[src/rtl/core/diff_drive_mixer_slew_limiter_core_assert.svh]
// Assertion macros for the differential drive mixer core.
// Depends on nothing; included by the files that check their own logic.
`ifndef DIFF_DRIVE_MIXER_SLEW_LIMITER_CORE_ASSERT_SVH
`define DIFF_DRIVE_MIXER_SLEW_LIMITER_CORE_ASSERT_SVH

// Same-cycle implication, disabled during reset.
`define DDMSL_ASSERT_NOW(label, clk, rst, ante, cons) \
  label: assert property (@(posedge clk) disable iff (rst) (ante) |-> (cons)) \
    else $error("ddmsl same-cycle check failed");

// Next-cycle implication, disabled during reset.
`define DDMSL_ASSERT_NEXT(label, clk, rst, ante, cons) \
  label: assert property (@(posedge clk) disable iff (rst) (ante) |=> (cons)) \
    else $error("ddmsl next-cycle check failed");

`endif

[src/rtl/core/ddmsl_pkg.sv]
// Shared types, codes and constants of the differential drive mixer core.
// Holds the duty function that builds the constant lookup table; depends on nothing.
package ddmsl_pkg;

  localparam int PWM_BITS = 16;
  localparam int PWM_HZ   = 50;

  localparam logic OP_SAMPLE = 1'b0;
  localparam logic OP_TICK   = 1'b1;

  localparam logic [1:0] REG_SPEED_BIAS   = 2'd0;
  localparam logic [1:0] REG_SPEED_OFFSET = 2'd1;
  localparam logic [1:0] REG_MIN_SPEED    = 2'd2;
  localparam logic [1:0] REG_MAX_SPEED    = 2'd3;

  localparam logic [7:0] JOY_CENTER    = 8'd124;
  localparam logic [7:0] LEVEL_NEUTRAL = 8'd127;
  localparam logic [4:0] DWELL_TICKS   = 5'd20;

  localparam logic [7:0] MIN_SPEED_RESET = 8'h9C;  // -100
  localparam logic [6:0] MAX_SPEED_RESET = 7'd100;

  typedef struct packed {
    logic [7:0] bias;
    logic [7:0] offset;
    logic [7:0] speed_lo;
    logic [6:0] speed_hi;
  } cfg_t;

  typedef struct packed {
    logic       update;
    logic [7:0] level;
    logic [4:0] dwell;
  } ramp_t;

  localparam longint unsigned PWM_MAX     = (64'd1 << PWM_BITS) - 64'd1;
  localparam longint unsigned DUTY_DENOM  = 64'd10000000;

  // On-time of 1 ms plus 7.8 us per level, over the PWM period, in counts.
  function automatic logic [15:0] duty_of(int level);
    longint unsigned num;
    longint unsigned d;
    num = (64'd10000 + 64'd78 * longint'(level)) * longint'(PWM_HZ) * PWM_MAX;
    d = num / DUTY_DENOM;
    if (d > PWM_MAX) d = PWM_MAX;
    if (d > 64'hFFFF) d = 64'hFFFF;
    return d[15:0];
  endfunction

endpackage

[src/rtl/core/ddmsl_goal.sv]
// Turns one mixed joystick value into a motor goal level.
// Scaling, dead zone, bias, offset and clamp; depends on ddmsl_pkg.
module ddmsl_goal (
  input  ddmsl_pkg::cfg_t    cfg,
  input  logic signed [9:0]  mixed,
  output logic [7:0]         goal
);

  logic signed [16:0] scaled;
  logic signed [7:0]  speed0;
  logic signed [10:0] speed1;
  logic signed [10:0] speed2;
  logic signed [10:0] speed3;
  logic signed [10:0] speed4;
  logic signed [10:0] bias;
  logic signed [10:0] offset;
  logic signed [10:0] lo;
  logic signed [10:0] hi;
  logic signed [10:0] level;

  assign bias   = $signed({{3{cfg.bias[7]}}, cfg.bias});
  assign offset = $signed({{3{cfg.offset[7]}}, cfg.offset});
  assign lo     = $signed({{3{cfg.speed_lo[7]}}, cfg.speed_lo});
  assign hi     = $signed({4'b0000, cfg.speed_hi});

  // Times 100 then an arithmetic shift by 9 floors the quotient by 512.
  assign scaled = $signed({{7{mixed[9]}}, mixed}) * 17'sd100;
  assign speed0 = scaled[16:9];

  always_comb begin
    speed1 = $signed({{3{speed0[7]}}, speed0});
    if (speed1 > -11'sd3 && speed1 < 11'sd3) speed1 = 11'sd0;

    speed2 = speed1;
    if (speed1 > 11'sd5 || speed1 < -11'sd5) speed2 = speed1 + bias;

    // The offset pushes away from zero but never carries a speed across it.
    speed3 = speed2;
    if (speed2 > 11'sd0) begin
      speed3 = speed2 + offset;
      if (speed3 < 11'sd0) speed3 = 11'sd0;
    end else if (speed2 < 11'sd0) begin
      speed3 = speed2 - offset;
      if (speed3 > 11'sd0) speed3 = 11'sd0;
    end

    speed4 = speed3;
    if (speed3 > hi) speed4 = hi;
    else if (speed3 < lo) speed4 = lo;

    level = $signed({3'b000, ddmsl_pkg::LEVEL_NEUTRAL}) - speed4;
  end

  assign goal = level[7:0];

endmodule

[src/rtl/core/ddmsl_ramp.sv]
// One motor's slew step: moves the level one count toward its goal.
// Holds off stepping during the dwell after neutral; depends on ddmsl_pkg.
module ddmsl_ramp (
  input  logic [7:0]        goal,
  input  logic [7:0]        level,
  input  logic [4:0]        dwell,
  output ddmsl_pkg::ramp_t  step
);

  logic [7:0] level_moved;

  assign level_moved = (level < goal) ? level + 8'd1 : level - 8'd1;

  always_comb begin
    step.update = 1'b0;
    step.level  = level;
    step.dwell  = dwell;
    if (goal != level) begin
      if (dwell != 5'd0) begin
        step.dwell = dwell - 5'd1;
      end else begin
        step.update = 1'b1;
        step.level  = level_moved;
        if (level_moved == ddmsl_pkg::LEVEL_NEUTRAL) step.dwell = ddmsl_pkg::DWELL_TICKS;
      end
    end
  end

endmodule

[src/rtl/core/diff_drive_mixer_slew_limiter_core.sv]
// Differential drive mixer with slew-limited motor levels and PWM duty lookup.
// The result of an accepted item is loaded into the output register as the item is taken.
// Throughput: one item per cycle unless out_ready stalls; in_ready is high whenever
// the output register is empty or being taken, so the goal mixer, the ramp step and
// the duty table all sit in the single stage in front of that register.
// Reset (synchronous): config to defaults, levels and goals 127, dwells 0, no result.
module diff_drive_mixer_slew_limiter_core (
  input  logic        clk,
  input  logic        rst,
  input  logic        cfg_write,
  input  logic [1:0]  cfg_index,
  input  logic [7:0]  cfg_data,
  input  logic        in_valid,
  output logic        in_ready,
  input  logic        opcode,
  input  logic [7:0]  vertical,
  input  logic [7:0]  horizontal,
  output logic        out_valid,
  input  logic        out_ready,
  output logic        left_update,
  output logic [15:0] left_duty,
  output logic        right_update,
  output logic [15:0] right_duty,
  output logic [7:0]  left_level,
  output logic [7:0]  right_level
);

  ddmsl_pkg::cfg_t   cfg;
  logic [7:0]        left_current;
  logic [7:0]        right_current;
  logic [7:0]        left_goal;
  logic [7:0]        right_goal;
  logic [4:0]        left_dwell;
  logic [4:0]        right_dwell;

  logic              in_fire;
  logic              is_tick;
  logic signed [9:0] vert_c;
  logic signed [9:0] horiz_c;
  logic signed [9:0] mix_sum;
  logic signed [9:0] mix_diff;
  logic [7:0]        left_goal_next;
  logic [7:0]        right_goal_raw;
  ddmsl_pkg::ramp_t  left_step;
  ddmsl_pkg::ramp_t  right_step;
  ddmsl_pkg::ramp_t  left_next;
  ddmsl_pkg::ramp_t  right_next;
  logic [15:0]       duty_rom [256];

  logic              sample_fire;
  logic              left_stepped;
  logic              right_neutral;
  logic              levels_shown;

  genvar             gi;

  assign in_ready = !out_valid || out_ready;
  assign in_fire  = in_valid && in_ready;
  assign is_tick  = (opcode == ddmsl_pkg::OP_TICK);

  assign vert_c   = $signed({2'b00, vertical} - {2'b00, ddmsl_pkg::JOY_CENTER});
  assign horiz_c  = $signed({2'b00, horizontal} - {2'b00, ddmsl_pkg::JOY_CENTER});
  assign mix_sum  = vert_c + horiz_c;
  assign mix_diff = vert_c - horiz_c;

  // Constant duty table, one entry per motor level.
  for (gi = 0; gi < 256; gi++) begin : g_duty_rom
    assign duty_rom[gi] = ddmsl_pkg::duty_of(gi);
  end

  ddmsl_goal u_goal_left (
    .cfg   (cfg),
    .mixed (mix_sum),
    .goal  (left_goal_next)
  );

  ddmsl_goal u_goal_right (
    .cfg   (cfg),
    .mixed (mix_diff),
    .goal  (right_goal_raw)
  );

  ddmsl_ramp u_ramp_left (
    .goal  (left_goal),
    .level (left_current),
    .dwell (left_dwell),
    .step  (left_step)
  );

  ddmsl_ramp u_ramp_right (
    .goal  (right_goal),
    .level (right_current),
    .dwell (right_dwell),
    .step  (right_step)
  );

  // A sample leaves levels and dwells alone and reports no step.
  always_comb begin
    left_next  = '{update: 1'b0, level: left_current, dwell: left_dwell};
    right_next = '{update: 1'b0, level: right_current, dwell: right_dwell};
    if (is_tick) begin
      left_next  = left_step;
      right_next = right_step;
    end
  end

  always_ff @(posedge clk) begin
    if (rst) begin
      cfg.bias     <= 8'd0;
      cfg.offset   <= 8'd0;
      cfg.speed_lo <= ddmsl_pkg::MIN_SPEED_RESET;
      cfg.speed_hi <= ddmsl_pkg::MAX_SPEED_RESET;
    end else if (cfg_write) begin
      unique case (cfg_index)
        ddmsl_pkg::REG_SPEED_BIAS:   cfg.bias     <= cfg_data;
        ddmsl_pkg::REG_SPEED_OFFSET: cfg.offset   <= cfg_data;
        ddmsl_pkg::REG_MIN_SPEED:    cfg.speed_lo <= cfg_data;
        ddmsl_pkg::REG_MAX_SPEED:    cfg.speed_hi <= cfg_data[6:0];
      endcase
    end
  end

  always_ff @(posedge clk) begin
    if (rst) begin
      left_current  <= ddmsl_pkg::LEVEL_NEUTRAL;
      right_current <= ddmsl_pkg::LEVEL_NEUTRAL;
      left_goal     <= ddmsl_pkg::LEVEL_NEUTRAL;
      right_goal    <= ddmsl_pkg::LEVEL_NEUTRAL;
      left_dwell    <= 5'd0;
      right_dwell   <= 5'd0;
    end else if (in_fire) begin
      if (is_tick) begin
        left_current  <= left_step.level;
        right_current <= right_step.level;
        left_dwell    <= left_step.dwell;
        right_dwell   <= right_step.dwell;
      end else begin
        left_goal  <= left_goal_next;
        right_goal <= ~right_goal_raw;
      end
    end
  end

  always_ff @(posedge clk) begin
    if (rst) begin
      out_valid <= 1'b0;
    end else if (in_fire) begin
      out_valid <= 1'b1;
    end else if (out_ready) begin
      out_valid <= 1'b0;
    end
  end

  // Result payload; loaded only when an item is taken, so it holds while stalled.
  always_ff @(posedge clk) begin
    if (in_fire) begin
      left_update  <= left_next.update;
      right_update <= right_next.update;
      left_level   <= left_next.level;
      right_level  <= right_next.level;
      left_duty    <= duty_rom[left_next.level];
      right_duty   <= duty_rom[right_next.level];
    end
  end

  assign sample_fire   = in_fire && !is_tick;
  assign left_stepped  = in_fire && is_tick && left_step.update;
  assign right_neutral = in_fire && is_tick && right_step.update &&
                         (right_step.level == ddmsl_pkg::LEVEL_NEUTRAL);
  assign levels_shown  = (left_level == left_current) && (right_level == right_current);

`include "diff_drive_mixer_slew_limiter_core_assert.svh"

  `DDMSL_ASSERT_NEXT(a_step_moves, clk, rst, left_stepped, left_current != $past(left_current))
  `DDMSL_ASSERT_NEXT(a_sample_holds, clk, rst, sample_fire, $stable({left_current, right_current}))
  `DDMSL_ASSERT_NEXT(a_dwell_starts, clk, rst, right_neutral, right_dwell == ddmsl_pkg::DWELL_TICKS)
  `DDMSL_ASSERT_NOW(a_level_matches_state, clk, rst, out_valid && !in_fire, levels_shown)

endmodule

[config.mk]
export PLATFORM = sky130hd
export DESIGN_NAME = diff_drive_mixer_slew_limiter_core
export DESIGN_NICKNAME = d
export VERILOG_FILES = /design/src/rtl/core/ddmsl_pkg.sv /design/src/rtl/core/ddmsl_goal.sv /design/src/rtl/core/ddmsl_ramp.sv /design/src/rtl/core/diff_drive_mixer_slew_limiter_core.sv
export VERILOG_INCLUDE_DIRS = /design/src /design/src/rtl/core
export SDC_FILE = /design/constraint.sdc
export NUM_CORES = 1
export LEC_CHECK = 0
export ABC_AREA = 1
export BUFFER_PORTS_ARGS = -buffer_cell sky130_fd_sc_hd__buf_2
export CORE_UTILIZATION = 40
export DETAILED_ROUTE_END_ITERATION = 8
export PLACE_DENSITY_LB_ADDON = 0.12
export SLEW_MARGIN = 20
export SYNTH_ARGS = -nofsm -noshare
export SYNTH_HDL_FRONTEND = slang
export SYNTH_SLANG_ARGS = --single-unit
[constraint.sdc]
create_clock -name clk -period 15.1 [get_ports clk]
set_input_delay 1.51 -clock clk [delete_from_list [all_inputs] [get_ports clk]]
set_output_delay 1.51 -clock clk [all_outputs]
set_load 0.01 [all_outputs]
-- Word-level counts from Yosys, hierarchy flattened
Memories as Yosys holds them, arrays and structs flattened. A register that Yosys moved wholly into a read port is not among the register bits.
Index checks and enable logic that the tools add are counted.
- register bits after elaboration: 92
- memory bits (read-only): 8192
- memories kept: 2
- memories (memory ; words ; bits a word ; read ports ; clocked after memory_dff ; write ports ; RTL line ; text):
    (name not given) ; 256 ; 16 ; 1 ; 1 ; 0 ; diff_drive_mixer_slew_limiter_core.sv:162 ; right_duty <= duty_rom[right_next.level];
    (name not given) ; 256 ; 16 ; 1 ; 1 ; 0 ; diff_drive_mixer_slew_limiter_core.sv:161 ; left_duty <= duty_rom[left_next.level];
- add/sub/neg operators: 18
- multipliers: 2
- order comparisons: 22
- eq/ne operators: 7
- mux-type cells: 30
- bitwise logic cells: 4
- reductions and logical operators: 19
- operator list (kind ; number):
    $mux W11 ; 12
    $mux W13 ; 4
    $mux W8 ; 6
    $add A11 B8 Y11 ; 4
    $gt A11 B1 Y1 const B ; 4
    $lt A11 B1 Y1 const B ; 4
    $mul A10 B6 Y15 const B ; 2
    $gt A11 B4 Y1 const B ; 2
    $gt A11 B8 Y1 ; 2
    $lt A11 B4 Y1 const B ; 2
    $lt A11 B8 Y1 ; 2
    $sub A11 B8 Y11 ; 2
    $mux W5 ; 4
    $mux W9 ; 2
    $not A8 Y9 ; 2
    $sub A8 B7 Y9 const B ; 2
    $add A8 B1 Y8 const B ; 2
    $eq A8 B7 Y1 const B ; 2
    $gt A8 B3 Y1 const B ; 2
    $lt A8 B3 Y1 const B ; 2
    $lt A8 B8 Y1 ; 2
    $ne A8 B8 Y1 ; 2
    $reduce_and A2 Y1 ; 8
    $sub A8 B1 Y8 const B ; 2
    15 further kinds ; 24

-- Logic depth before layout (Yosys ltp)
- depth in word-level cells: 19
- mapped depth: 73
- depth with buffers taken out: 71

-- By module
A second synthesis with hierarchy kept.
- cell total of the unflattened synthesis: 3078
- area total of the unflattened synthesis: 19124.6 um^2
- by module, submodules not included (module ; times used ; cells each ; area an instance (um^2)):
    diff_drive_mixer_slew_limiter_core ; 1 ; 1708 ; 10296.1
    ddmsl_goal at u_goal_left ; 1 ; 545 ; 3578.4
    ddmsl_goal at u_goal_right ; 1 ; 533 ; 3505.9
    ddmsl_ramp ; 2 ; 146 ; 872.1

-- Worst setup path after synthesis
No wires, ideal clock.
- kind: input to register
- from: in vertical[2]
- to: reg left_goal[3]
- arrival time: 10914 ps
- slack: 4069 ps
- stages: 64
- path buffers: 1
- cells stage by stage: ha_1 > ha_1 > a21oi_1 > nand2_1 > nand2_1 > nand2_1 > a21oi_1 > nor2_1 > o21ai_0 > nand2_1 > xor2_1 > inv_1 > ha_1 > fa_1 > ha_1 > ha_1 > a21o_1 > nand3_1 > [28 not listed] > o211ai_2 > nand2_1 > o22ai_1 > ha_1 > nand2_1 > o21ai_0 > a21oi_1 > o21bai_1 > a21oi_1 > nor2_1 > o32a_1 > nor2_1 > nand2_1 > nand2_2 > buf_6 > nand2_1 > o21bai_1 > nand2_1
- word-level cells in the longest chain between the ends: 18
- elaborated cells on any way between the ends: 27
- those cells by class: add/sub: 6; mul: 1; order compare: 10; mux: 8; reduce/logical: 2
- ends and longest elaborated chain (item ; RTL line ; text):
    start, declared ; diff_drive_mixer_slew_limiter_core.sv:16 ; input logic [7:0] vertical,
    $sub A8 B7 Y9 (*) ; diff_drive_mixer_slew_limiter_core.sv:61 ; assign vert_c = $signed({2'b00, vertical} - {2'b00, ddmsl_pkg::JOY_CENTER});
    $add A9 B9 Y10 (*) ; diff_drive_mixer_slew_limiter_core.sv:63 ; assign mix_sum = vert_c + horiz_c;
    $mul A10 B6 Y15 (*) ; ddmsl_goal.sv:27 ; assign scaled = $signed({{7{mixed[9]}}, mixed}) * 17'sd100;
    $gt A8 B3 Y1 / $lt A8 B3 Y1 (equally long branches) ; ddmsl_goal.sv:32 ; if (speed1 > -11'sd3 && speed1 < 11'sd3) speed1 = 11'sd0;
    $logic_and A1 B1 Y1 ; ddmsl_goal.sv:32 ;
    $mux W11 (*) ; ddmsl_goal.sv:32 ;
    $gt A11 B4 Y1 / $lt A11 B4 Y1 (equally long branches) ; ddmsl_goal.sv:35 ; if (speed1 > 11'sd5 || speed1 < -11'sd5) speed2 = speed1 + bias;
    $logic_or A1 B1 Y1 ; ddmsl_goal.sv:35 ;
    [2 not listed] ; -- ;
    $gt A11 B1 Y1 ; ddmsl_goal.sv:44 ; if (speed3 > 11'sd0) speed3 = 11'sd0;
    $mux W11 ; ddmsl_goal.sv:44 ;
    $mux W11 ; ddmsl_goal.sv:42 ; end else if (speed2 < 11'sd0) begin
    $mux W11 (*) ; ddmsl_goal.sv:39 ; if (speed2 > 11'sd0) begin
    $lt A11 B8 Y1 ; ddmsl_goal.sv:49 ; else if (speed3 < lo) speed4 = lo;
    $mux W8 ; ddmsl_goal.sv:49 ;
    $mux W8 (*) ; ddmsl_goal.sv:48 ; if (speed3 > hi) speed4 = hi;
    $sub A8 B8 Y8 (*) ; ddmsl_goal.sv:51 ; level = $signed({3'b000, ddmsl_pkg::LEVEL_NEUTRAL}) - speed4;
    end signal, assigned ; diff_drive_mixer_slew_limiter_core.sv:127 ; left_goal <= ddmsl_pkg::LEVEL_NEUTRAL;
    end signal, assigned ; diff_drive_mixer_slew_limiter_core.sv:138 ; left_goal <= left_goal_next;
    end, declared ; diff_drive_mixer_slew_limiter_core.sv:31 ; logic [7:0] left_goal;
Mark *: on every way between the ends. The rest lies on a longest branch, timed or not.
A chain may end at the register's enable or synchronous reset.

-- Final worst setup path
- from: in vertical[2]
- to: reg left_goal[6]
The elaborated chain is that of the path after synthesis.

==> impl_results.md <==
- Status: complete, no violations
- Avg Synthesized Cell Area: 6.40 sq um
- Async set-or-reset flop fraction in the synthesized netlist: 0%
- Port bufs: 79
- Post-CTS sizing: 0
- Num Clock Sinks: 120
- Overall routing resource usage: 23.0%
- Wirelength per Cell: 15.2 um
- CP required: 15.49 ns
- Post CTS Setup Buffer Count: 0
- CTS tree: done
- Period utilisation layout: between 80% and 90%
- Setup Skew: 0.0134 ns
- Hold Buf Count CTS: 0
- Tightest Pin Transition: 1.07 ns
- Post-synth top cells: nand2_1 (581), inv_1 (371), nor2_1 (240)
- Fmax achieved: 81.7 MHz
- Clock tree buffer depth: 2
- Register cell area after layout: 2860 sq um
- # H-tree levels: 4
- Antenna Nets Post-Route: 0
- Antenna cells: 0
- Max Cap Viol: 0
- CP delay by family, top: simple AND/OR/NAND/NOR gates
- Cts bufs inserted: 17
- Area of the multi-input gates: 12,600 sq um
- Flops & latches, synth: 120
- Max-Slew Margin vs Limit: 28.3%
- Top-count cell post-synth: nand2_1
- Register area share after synthesis: 16.6%
- Peak per-stage delay on the critical path: 0.47 ns
- Post-Synthesis Cells: 2,700
- Top cell type's share of synthesized area: 16.2%
- Final Hold Viols: 0
- Vias in the first global route: 17,000
- HPWL after DPL: approximately 39 mm
- # fillers: roughly 4,500
- Unrepaired setup endpoints after global routing: false
- Pins Over Slew Limit: 0
- Crit Path Max Fanout: 13
- Num rows: 75
- CTS root buffer: clkbuf_16
- Initial antenna violation count: 0
- Layout cells sized above 1: a little over 8%
- Initial Util: between 40% and 50%
- Initial DRC count: around 1,300
- First drt pass iteration count: 6
- Remaining Overflow, GRT: 0
- Synth area leader: ha_1
- Die area: 44,000 sq um
- Die W: 210 um
- Later-pin clock latency in the skew report: 0.45 ns
- Crit Path Class: in -> reg
- First-pass GRT wire length: approximately 84 mm
- Netlist cell types: 71
- Worst path arrival time: 12.64 ns
- DRC Markers: 0
- Crit end category: flip-flop
- Finish-stage setup viols: 0
- Total Nets Final: 3,007
- Area growth syn-to-layout: 8.41%
- Startpoint types: primary input
- Core Box Area: 42,200 sq um
- Via count: 17,700
- Area contributors post-synth: ha_1 (16%), nand2_1 (13%), dfxtp_1 (8.6%), inv_1 (8.1%), edfxtp_1 (8.0%)
- Routed wire length: 49.9 mm
- Period minus WS final: 12.25 ns
- Routability congestion estimate: just over 0.9
- Synth Warn #: 0
- Number of synthesized flops with an enable pin: 46
- CP most frequent cell: nand2_1
- Pin count of the biggest net entering global routing: 62
- Height of the die: 210 um
- Main synth FF type: dfxtp_1
- Synthesized area: between 15,000 and 20,000 sq um
- Clock slew at reported path FFs: 0.07 ns
- Worst hold path type: reg -> reg
- Io pins: 84
- Setup TNS: 0 ns
- Via density: 5.39
- Slowest cell on crit path: fa_1
- Worst path bufs/invs: 7
==> metrics by stage <==
step | instance area [sq um] | util [%] | worst slack (ns) | cells | hold WS (ns)
2_1_floorplan | 17300 | - | 4.07 | 2703 | 0.440
3_3_place_gp | 18200 | 43.0 | 2.44 | 3255 | 0.458
3_5_place_dp | 18200 | 43.0 | 2.39 | 3255 | 0.454
4_1_cts | 18700 | 44.3 | 2.82 | 3287 | 0.472
5_1_grt | 18700 | 44.3 | 1.80 | 3287 | 0.496
6_report | 18700 | 44.3 | 2.85 | 3287 | 0.468
==> area by class of cell <==
type,count,area share [%]
clock buffers,18,2.41
clock inverters,14,0.615
inverters,395,7.93
multi-input cells,2104,67.3
flip-flops and latches,120,15.3
well taps,539,3.60
repair buffers,97,2.83
==> flip-flops by register name, summed over array words and instances (netlist names), named ones only <==
signal         flops
cfg               31
left_current       8
left_duty         14
left_goal          8
left_level         8
left_update        1
out_valid          1
right_current      8
right_duty        14
right_goal         8
right_level        8
right_update       1
==> cell families after synthesis <==
group                    Yosys count  synth area share (%)
AND/OR/NAND/NOR                 1134                  28.3
flip-flops                       120                  16.6
adder cells (fa/ha/maj)          240                  18.1
XOR/XNOR                          91                  4.66
AO/OA/AOI/OAI                    634                  21.5
multiplexers                       1                0.0580
other                              1                0.0217
buffers and inverters            479                  10.8
==> worst register-to-register path, delay by kind of cell (launching register included) <==
kind                       cells  cell delay, ns
AOI/OAI and AO/OA             12            2.21
DFF                            1            0.46
buffers and inverters          3            0.29
adders and majority gates      3            1.07
xor gates and xnor gates       2            0.43
and+or+nand+nor               14            2.08
==> cell usage in the layout (no fill, tap or decap), types with 16 or more instances in the layout <==
cell type	instances
nand2_2	22
buf_2	79
dfxtp_1	74
fa_1	16
o21bai_1	22
a21oi_1	199
xor2_1	74
nor3_1	16
nand2_1	581
inv_1	369
o22ai_1	17
o21ai_0	233
xnor2_1	16
a31oi_1	18
buf_4	18
clkbuf_16	18
ha_1	224
edfxtp_1	46
nand3_1	190
nand4_1	16
nor2_1	240
o211ai_1	35
==> layer usage <==
layer | vias to the layer above | global-route usage, % | routed length, um
met5 | - | 0 | 0
met4 | 0 | 4.86 | 475
met3 | 38 | 2.93 | 2430
met2 | 489 | 39.6 | 23300
met1 | 8103 | 30.7 | 23700
li1 | 9098 | - | -
==> path summary, 6_finish.rpt <==
check	end	slack [ns]	depth (start not counted)	start
worst max-delay path	left_goal[6]$_SDFFE_PP1P_	2.85	64	vertical[2]
worst min-delay path	left_goal[4]$_SDFFE_PP1P_	0.47	2	left_goal[4]$_SDFFE_PP1P_
worst max register to register	left_goal[6]$_SDFFE_PP1P_	8.51	34	cfg[24]$_SDFFE_PP0P_
worst min register to register	left_goal[4]$_SDFFE_PP1P_	0.47	2	left_goal[4]$_SDFFE_PP1P_
Power is left out: the tool's default activity adds up to more than one toggle a clock period on the data nets, which glitch-free logic cannot reach.
